--- config.mk ---
export PLATFORM = sky130hd
export DESIGN_NAME = byte_stuffed_frame_receiver_flat
export DESIGN_NICKNAME = d
export VERILOG_FILES = /design/src/design/bsfr_pkg.sv /design/src/design/bsfr_if.sv /design/src/design/byte_stuffed_frame_receiver.sv /design/src/flat_wrapper.sv
export SDC_FILE = /design/constraint.sdc
export NUM_CORES = 1
export LEC_CHECK = 0
export ABC_AREA = 1
export CAP_MARGIN = 20
export CORE_ASPECT_RATIO = 1.2
export CORE_MARGIN = 5
export CORE_UTILIZATION = 40
export CTS_BUF_LIST = sky130_fd_sc_hd__clkbuf_8 sky130_fd_sc_hd__clkbuf_16
export DETAILED_ROUTE_END_ITERATION = 16
export DONT_BUFFER_PORTS = 1
export PLACE_DENSITY = 0.61
export SKIP_LAST_GASP = 1
export SLEW_MARGIN = 20
export SYNTH_ARGS = -nofsm -noshare
export SYNTH_HDL_FRONTEND = slang
export SYNTH_SLANG_ARGS = --single-unit
export TNS_END_PERCENT = 30
--- constraint.sdc ---
create_clock -name clk -period 12 [get_ports clk]
set_input_delay 3.6 -clock clk [delete_from_list [all_inputs] [get_ports clk]]
set_output_delay 3.6 -clock clk [all_outputs]
set_load 0.01 [all_outputs]
--- src/design/bsfr_pkg.sv ---
package bsfr_pkg;

  localparam int unsigned BYTE_W    = 8;
  localparam int unsigned WORD_W    = 32;
  localparam int unsigned CFG_IDX_W = 1;

  typedef logic [BYTE_W-1:0] byte_t;
  typedef logic [WORD_W-1:0] word_t;

  // Result kind codes
  typedef enum logic [1:0] {
    KIND_OTHER        = 2'd0,
    KIND_SET_VALUE    = 2'd1,
    KIND_SET_ACK      = 2'd2,
    KIND_MEASURED     = 2'd3
  } frame_kind_t;

  // Configuration register indexes
  localparam logic [CFG_IDX_W-1:0] REG_FLAG_BYTE  = 1'd0;
  localparam logic [CFG_IDX_W-1:0] REG_ESCAPE_XOR = 1'd1;

  localparam byte_t FLAG_RESET     = 8'h7E;
  localparam byte_t ESC_XOR_RESET  = 8'h20;
  localparam byte_t ESC_BYTE       = 8'h7D;
  localparam byte_t CMD_SET_POINT  = 8'h00;
  localparam byte_t CMD_MEASURED   = 8'h08;

endpackage

--- src/design/bsfr_if.sv ---
interface bsfr_byte_if;
  import bsfr_pkg::*;

  logic  valid;
  logic  ready;
  byte_t rx_byte;

  modport source (output valid, output rx_byte, input ready);
  modport sink   (input valid, input rx_byte, output ready);
endinterface

interface bsfr_frame_if;
  import bsfr_pkg::*;

  logic        valid;
  logic        ready;
  byte_t       frame_address;
  byte_t       frame_command;
  byte_t       frame_status;
  byte_t       frame_length;
  word_t       payload_word;
  logic        check_ok;
  frame_kind_t frame_kind;

  modport source (output valid, output frame_address, output frame_command,
                  output frame_status, output frame_length, output payload_word,
                  output check_ok, output frame_kind, input ready);
  modport sink   (input valid, input frame_address, input frame_command,
                  input frame_status, input frame_length, input payload_word,
                  input check_ok, input frame_kind, output ready);
endinterface

--- src/design/byte_stuffed_frame_receiver.sv ---
// Pipeline: a closing flag beat is captured in the input register; its result is then
//   captured in the result register and shown at the output.
// Throughput: one byte beat per cycle, sustained; the only stall comes from a result beat
//   that cannot leave the output register while the next closing flag waits behind it.
// Reset (rst, synchronous, active high): flag 0x7E, escape XOR 0x20, hunting for an
//   opening flag, both pipeline registers empty.
module byte_stuffed_frame_receiver (
  input  logic                          clk,
  input  logic                          rst,
  input  logic                          cfg_write_en,
  input  logic [bsfr_pkg::CFG_IDX_W-1:0] cfg_index,
  input  bsfr_pkg::byte_t               cfg_data,
  bsfr_byte_if.sink                     rx,
  bsfr_frame_if.source                  frame
);
  import bsfr_pkg::*;

  typedef enum logic [2:0] {
    PH_HUNT, PH_ADDR, PH_CMD, PH_STAT, PH_LEN, PH_DATA, PH_CHK, PH_CLOSE
  } phase_t;

  // Configuration registers
  byte_t flag_byte;
  byte_t escape_xor;

  // Input register: one raw byte beat waiting for the deframer
  logic  in_valid;
  byte_t in_byte;

  // Frame state
  phase_t phase, phase_next;
  logic   esc_pending, esc_pending_next;
  byte_t  address_hold, address_hold_next;
  byte_t  command_hold, command_hold_next;
  byte_t  status_hold, status_hold_next;
  byte_t  length_hold, length_hold_next;
  byte_t  data_remaining, data_remaining_next;
  byte_t  running_sum, running_sum_next;
  word_t  value_shift, value_shift_next;
  byte_t  checksum_hold, checksum_hold_next;

  // Result register
  logic out_valid;

  logic        is_flag;
  logic        is_result;
  logic        out_free;
  logic        advance;
  logic        take_byte;
  byte_t       data_byte;
  frame_kind_t kind;

  assign is_flag   = (in_byte == flag_byte);
  assign is_result = is_flag && (phase == PH_CLOSE);
  // The result register frees up either when it is empty or when its beat leaves now.
  assign out_free  = !out_valid || frame.ready;
  // A byte beat that closes a frame must wait for room in the result register;
  // every other beat moves on at once.
  assign advance   = in_valid && (!is_result || out_free);
  assign rx.ready  = !in_valid || advance;

  always_comb begin
    priority if (command_hold == CMD_SET_POINT) begin
      kind = (length_hold != '0) ? KIND_SET_VALUE : KIND_SET_ACK;
    end else if (command_hold == CMD_MEASURED) begin
      kind = KIND_MEASURED;
    end else begin
      kind = KIND_OTHER;
    end
  end

  // Unescape: a pending escape XORs this byte; a bare escape byte is swallowed.
  always_comb begin
    take_byte = 1'b0;
    data_byte = in_byte;
    esc_pending_next = esc_pending;
    if (esc_pending) begin
      data_byte = in_byte ^ escape_xor;
      take_byte = 1'b1;
      esc_pending_next = 1'b0;
    end else if (in_byte == ESC_BYTE) begin
      esc_pending_next = 1'b1;
    end else begin
      take_byte = 1'b1;
    end
    // Flags and ignored phases never touch the escape state through this path.
    if (is_flag || phase == PH_HUNT || phase == PH_CLOSE) begin
      take_byte = 1'b0;
      esc_pending_next = esc_pending;
    end
  end

  always_comb begin
    phase_next          = phase;
    address_hold_next   = address_hold;
    command_hold_next   = command_hold;
    status_hold_next    = status_hold;
    length_hold_next    = length_hold;
    data_remaining_next = data_remaining;
    running_sum_next    = running_sum;
    value_shift_next    = value_shift;
    checksum_hold_next  = checksum_hold;
    if (is_flag) begin
      if (phase == PH_CLOSE) begin
        // Closing flag: emit and go back to hunting.
        phase_next = PH_HUNT;
      end else begin
        // Opening flag, or an early one: restart the frame from scratch.
        phase_next          = PH_ADDR;
        address_hold_next   = '0;
        command_hold_next   = '0;
        status_hold_next    = '0;
        length_hold_next    = '0;
        data_remaining_next = '0;
        running_sum_next    = '0;
        value_shift_next    = '0;
        checksum_hold_next  = '0;
      end
    end else if (take_byte) begin
      unique case (phase)
        PH_ADDR: begin
          address_hold_next = data_byte;
          running_sum_next  = running_sum + data_byte;
          phase_next        = PH_CMD;
        end
        PH_CMD: begin
          command_hold_next = data_byte;
          running_sum_next  = running_sum + data_byte;
          phase_next        = PH_STAT;
        end
        PH_STAT: begin
          status_hold_next = data_byte;
          phase_next       = PH_LEN;
        end
        PH_LEN: begin
          length_hold_next    = data_byte;
          data_remaining_next = data_byte;
          running_sum_next    = running_sum + data_byte;
          phase_next          = (data_byte == '0) ? PH_CHK : PH_DATA;
        end
        PH_DATA: begin
          running_sum_next    = running_sum + data_byte;
          value_shift_next    = {value_shift[WORD_W-BYTE_W-1:0], data_byte};
          data_remaining_next = data_remaining - 1'b1;
          if (data_remaining_next == '0) begin
            phase_next = PH_CHK;
          end
        end
        PH_CHK: begin
          checksum_hold_next = data_byte;
          phase_next         = PH_CLOSE;
        end
        default: begin
          phase_next = PH_HUNT;
        end
      endcase
    end
  end

  // Configuration: the user must write it only while the block is idle; the block does not enforce this.
  always_ff @(posedge clk) begin
    if (rst) begin
      flag_byte  <= FLAG_RESET;
      escape_xor <= ESC_XOR_RESET;
    end else if (cfg_write_en) begin
      unique case (cfg_index)
        REG_FLAG_BYTE:  flag_byte  <= cfg_data;
        REG_ESCAPE_XOR: escape_xor <= cfg_data;
        default: ;
      endcase
    end
  end

  // Input register: load a new beat whenever it is empty or the current one moves on.
  always_ff @(posedge clk) begin
    if (rst) begin
      in_valid <= 1'b0;
    end else if (rx.ready) begin
      in_valid <= rx.valid;
    end
    if (rx.ready && rx.valid) begin
      in_byte <= rx.rx_byte;
    end
  end

  // Deframer state and result register.
  always_ff @(posedge clk) begin
    if (rst) begin
      phase          <= PH_HUNT;
      esc_pending    <= 1'b0;
      address_hold   <= '0;
      command_hold   <= '0;
      status_hold    <= '0;
      length_hold    <= '0;
      data_remaining <= '0;
      running_sum    <= '0;
      value_shift    <= '0;
      checksum_hold  <= '0;
      out_valid      <= 1'b0;
    end else begin
      if (advance) begin
        phase          <= phase_next;
        esc_pending    <= is_flag ? 1'b0 : esc_pending_next;
        address_hold   <= address_hold_next;
        command_hold   <= command_hold_next;
        status_hold    <= status_hold_next;
        length_hold    <= length_hold_next;
        data_remaining <= data_remaining_next;
        running_sum    <= running_sum_next;
        value_shift    <= value_shift_next;
        checksum_hold  <= checksum_hold_next;
      end
      if (advance && is_result) begin
        out_valid <= 1'b1;
      end else if (frame.ready) begin
        out_valid <= 1'b0;
      end
    end
    // Result payload: capture on the closing flag, hold while stalled.
    if (!rst && advance && is_result) begin
      frame.frame_address <= address_hold;
      frame.frame_command <= command_hold;
      frame.frame_status  <= status_hold;
      frame.frame_length  <= length_hold;
      frame.payload_word  <= value_shift;
      frame.check_ok      <= (checksum_hold == ~running_sum);
      frame.frame_kind    <= kind;
    end
  end

  assign frame.valid = out_valid;

  // Escapes never linger outside the body of a frame.
  a_hunt_no_escape: assert property (@(posedge clk) disable iff (rst)
    (phase == PH_HUNT || phase == PH_CLOSE) |-> !esc_pending)
    else $error("escape pending while hunting or closing");

  // A data phase always has bytes left to collect.
  a_data_count: assert property (@(posedge clk) disable iff (rst)
    (phase == PH_DATA) |-> (data_remaining != '0))
    else $error("data phase with zero bytes remaining");

  // Emitting a result drops the deframer back to hunting.
  a_emit_hunts: assert property (@(posedge clk) disable iff (rst)
    (advance && is_result) |=> (phase == PH_HUNT) && out_valid)
    else $error("result emitted without returning to hunt");

  // The input register stalls only behind a closing flag whose result beat is blocked.
  a_emit_from_close: assert property (@(posedge clk) disable iff (rst)
    (in_valid && !advance) |-> (is_result && out_valid && !frame.ready))
    else $error("input register stalled without a blocked result");

endmodule

--- src/flat_wrapper.sv ---
// flat-port wrapper written by rule: the top's interface ports become plain ports
module byte_stuffed_frame_receiver_flat import bsfr_pkg::*;
  (clk, rst, cfg_write_en, cfg_index, cfg_data, rx_valid, rx_rx_byte, rx_ready, frame_valid, frame_frame_address, frame_frame_command, frame_frame_status, frame_frame_length, frame_payload_word, frame_check_ok, frame_frame_kind, frame_ready);
  bsfr_byte_if rx_i ();
  bsfr_frame_if frame_i ();
  input  logic clk;
  input  logic rst;
  input  logic cfg_write_en;
  input  logic [bsfr_pkg::CFG_IDX_W-1:0] cfg_index;
  input  bsfr_pkg::byte_t cfg_data;
  input wire logic [$bits(rx_i.valid)-1:0] rx_valid;
  input wire logic [$bits(rx_i.rx_byte)-1:0] rx_rx_byte;
  output wire logic [$bits(rx_i.ready)-1:0] rx_ready;
  output wire logic [$bits(frame_i.valid)-1:0] frame_valid;
  output wire logic [$bits(frame_i.frame_address)-1:0] frame_frame_address;
  output wire logic [$bits(frame_i.frame_command)-1:0] frame_frame_command;
  output wire logic [$bits(frame_i.frame_status)-1:0] frame_frame_status;
  output wire logic [$bits(frame_i.frame_length)-1:0] frame_frame_length;
  output wire logic [$bits(frame_i.payload_word)-1:0] frame_payload_word;
  output wire logic [$bits(frame_i.check_ok)-1:0] frame_check_ok;
  output wire logic [$bits(frame_i.frame_kind)-1:0] frame_frame_kind;
  input wire logic [$bits(frame_i.ready)-1:0] frame_ready;
  assign rx_i.valid = rx_valid;
  assign rx_i.rx_byte = rx_rx_byte;
  assign rx_ready = rx_i.ready;
  assign frame_valid = frame_i.valid;
  assign frame_frame_address = frame_i.frame_address;
  assign frame_frame_command = frame_i.frame_command;
  assign frame_frame_status = frame_i.frame_status;
  assign frame_frame_length = frame_i.frame_length;
  assign frame_payload_word = frame_i.payload_word;
  assign frame_check_ok = frame_i.check_ok;
  assign frame_frame_kind = frame_i.frame_kind;
  assign frame_i.ready = frame_ready;
  byte_stuffed_frame_receiver u_core (.clk(clk), .rst(rst), .cfg_write_en(cfg_write_en), .cfg_index(cfg_index), .cfg_data(cfg_data), .rx(rx_i), .frame(frame_i));
endmodule
==> impl_metrics.env <==
export IMPL_ys_types=41
export IMPL_cts_hold_buf=0
export IMPL_worst_setup_path_type="input port to output port"
export IMPL_arrival_ns=4.06
export IMPL_worst_pin_slew_ns=0.900
export IMPL_critPathBufInv=2
export IMPL_outcome="finished, final reports clean"
export IMPL_grt_usage=0.154
export IMPL_layout_common_cells="nor2_1, nand2_1, dfxtp_1, edfxtp_1, o21ai_0"
export IMPL_slowest_delay_ns=0.26
export IMPL_layout_nets=881
export IMPL_drv_cap=0
export IMPL_grt_ovfl_total=0
export IMPL_synth_enable_flop_cells=75
export IMPL_cp_required_ns=8.40
export IMPL_min_path_type="flop to flop"
export IMPL_holdWs_ns=0.431
export IMPL_cts_max_level=4
export IMPL_tritoncts="built"
export IMPL_globalplace_congestion=0.837
export IMPL_clk_latency_ns=0.43
export IMPL_critPathMaxFanout=3
export IMPL_rsz0062_at_grt="false"
export IMPL_core_area_sq_um=18900
export IMPL_ctsResizeCount=0
export IMPL_die_x_microns=136
export IMPL_rows=55
export IMPL_synth_xor_area_frac=0.0218
export IMPL_cts_setup_buffers=0
export IMPL_ys_flop_type="dfxtp_1"
export IMPL_syn_num_nets=885
export IMPL_synth_area_sq_um=7630
export IMPL_clkTransAtPathRegs_ns=0.07
export IMPL_fin_ws_ns=4.34
export IMPL_io_buffers=0
export IMPL_drt_wl_total_microns=16800
export IMPL_root_buffer="clkbuf_16"
export IMPL_powerDensity_nw_per_um2=155
export IMPL_ant_nets=0
export IMPL_dpl_cell_area_sq_um=7850
export IMPL_drc_errors=0
export IMPL_initial_utilization=0.405
export IMPL_synthArstFlopShare=0
export IMPL_setup_viol=0
export IMPL_viasPerCell=4.87
export IMPL_slew_headroom=0.398
export IMPL_drive_above_1_share=0.0824
export IMPL_synth_seq_area_share=0.583
export IMPL_yosysWarnings=0
export IMPL_fmax_mhz=131
export IMPL_muxShareOfSynthArea=0
export IMPL_boundaryPins=91
export IMPL_largestRegisters="u_core.frame.payload_word (32), u_core.value_shift (32)"
export IMPL_dieArea_sq_um=22000
export IMPL_stdcell_area_sq_um=8490
export IMPL_dp_slack_ns=4.34
export IMPL_p_leak_uw=0.00334
export IMPL_cp_start_kind="input port"
export IMPL_timing_final_crit_share=0.638
export IMPL_n_antenna_cell=0
export IMPL_grt_start_max_net_pins=45
export IMPL_grt_pass1_wl_microns=26600
export IMPL_synth_top_family_by_area="simple AND/OR/NAND/NOR gates"
export IMPL_final_common_cell="nor2_1"
export IMPL_crit_chain="inv_1 > nand2_1 > inv_1 > nand3_1"
export IMPL_syn_instance_count=853
export IMPL_slew_violations=0
export IMPL_numCtsBuffers=17
export IMPL_ctsLongestPathBuffers=2
export IMPL_dieHeight_microns=161
export IMPL_first_global_vias=5137
export IMPL_routedWlPerCell_microns=15.0
export IMPL_skew_ns=0.0122
export IMPL_drt_iter0_markers=357
export IMPL_grt_antenna_before_repair=0
export IMPL_period_minus_slack_ns=7.66
export IMPL_cp_top_family="simple AND/OR/NAND/NOR gates"
export IMPL_cp_end_kind="output port"
export IMPL_worst_path_max_delay_cell="nand3_1"
export IMPL_syn_avg_cell_area_sq_um=8.95
export IMPL_cpMostUsedCell="inv_1"
export IMPL_synth_compound_area_share=0.0949
export IMPL_syn2layout_area_growth_pct=11.2
export IMPL_dp_hpwl_microns=11200
export IMPL_peakVddDrop_mv=0.0963
export IMPL_synthAdderAreaFrac=0.0174
export IMPL_drt_pass1_iterations=5
export IMPL_power_total_uw=1310
export IMPL_hold_viol_final=0
export IMPL_tns_ns=0
export IMPL_clock_sinks=185
export IMPL_vias=5444
export IMPL_synthSimpleGateAreaFrac=0.233
export IMPL_ys_seq_elements=185
## per-stage QoR
step,instances,utilization
floorplan,853,-
global placement,1086,0.416
detailed placement,1086,0.416
CTS,1118,0.450
global route,1118,0.450
finish,1118,0.450
## Yosys cell counts (3+ instances only)
cell type | n | share of area
nand2_2 | 8 | 0.0066
inv_2 | 14 | 0.0069
nor2_1 | 166 | 0.082
ha_1 | 9 | 0.015
xnor2_1 | 5 | 0.0057
edfxtp_1 | 75 | 0.29
dfxtp_1 | 110 | 0.29
nand3b_1 | 4 | 0.0039
buf_2 | 5 | 0.0033
clkbuf_1 | 16 | 0.0079
xor2_1 | 14 | 0.016
o21bai_1 | 3 | 0.0029
o211ai_1 | 6 | 0.0059
nand3_1 | 50 | 0.033
inv_1 | 50 | 0.025
nor2_4 | 5 | 0.0074
nand4_1 | 9 | 0.0074
buf_4 | 4 | 0.0039
nand2_1 | 158 | 0.078
o21ai_0 | 63 | 0.041
a21oi_1 | 54 | 0.035
## cell families after synthesis
family | count (synthesis)
AO/OA/AOI/OAI | 135
AND/OR/NAND/NOR | 413
adder cells (fa/ha/maj) | 10
flip-flops | 185
XOR/XNOR | 19
buffers and inverters | 91
## routing by layer
layer  global-route usage  vias to the layer above  share of wire
met4               0.0555                        0          0.023
met1                0.198                     2471           0.46
met3               0.0433                       24          0.050
met2                0.249                      135           0.47
met5                    0                        -              0
li1                     -                     2814              -
## final timing paths
check                                       startpoint                            end  depth (start not counted)  slack [ns]
worst max-delay path                       frame_ready                       rx_ready                          4        4.34
worst min-delay path            u_core.value_shift[27]  u_core.frame.payload_word[27]                          0        0.43
worst min register to register  u_core.value_shift[27]  u_core.frame.payload_word[27]                          0        0.43
worst max register to register         u_core.phase[0]          u_core.value_shift[0]                         11        8.96
## layout make-up
type	count	area, sq um
clock buffers	18	439
clock inverters	14	196
fillers	1868	10400
inverters	64	240
multi-input cells	577	2810
flip-flops and latches	185	4450
well taps	256	320
repair buffers	4	30.0
## report_power, final
group | internal, uW | switching, uW | total (uW)
combinational | 15.5 | 40.6 | 56.1
sequential | 656 | 5.13 | 661
clock | 357 | 241 | 598
total | 1030 | 287 | 1310
## worst reg2reg max path: stages (launching register included)
cell	delay, ns
dfxtp_1	0.40
inv_1	0.08
nor2_1	0.17
inv_1	0.07
nor2_1	0.49
inv_1	0.27
nand2_1	0.20
nand2_2	0.08
nor2_4	0.48
inv_2	0.42
nor2_1	0.22
nor2_1	0.06
(Power assumes the default switching activity.)
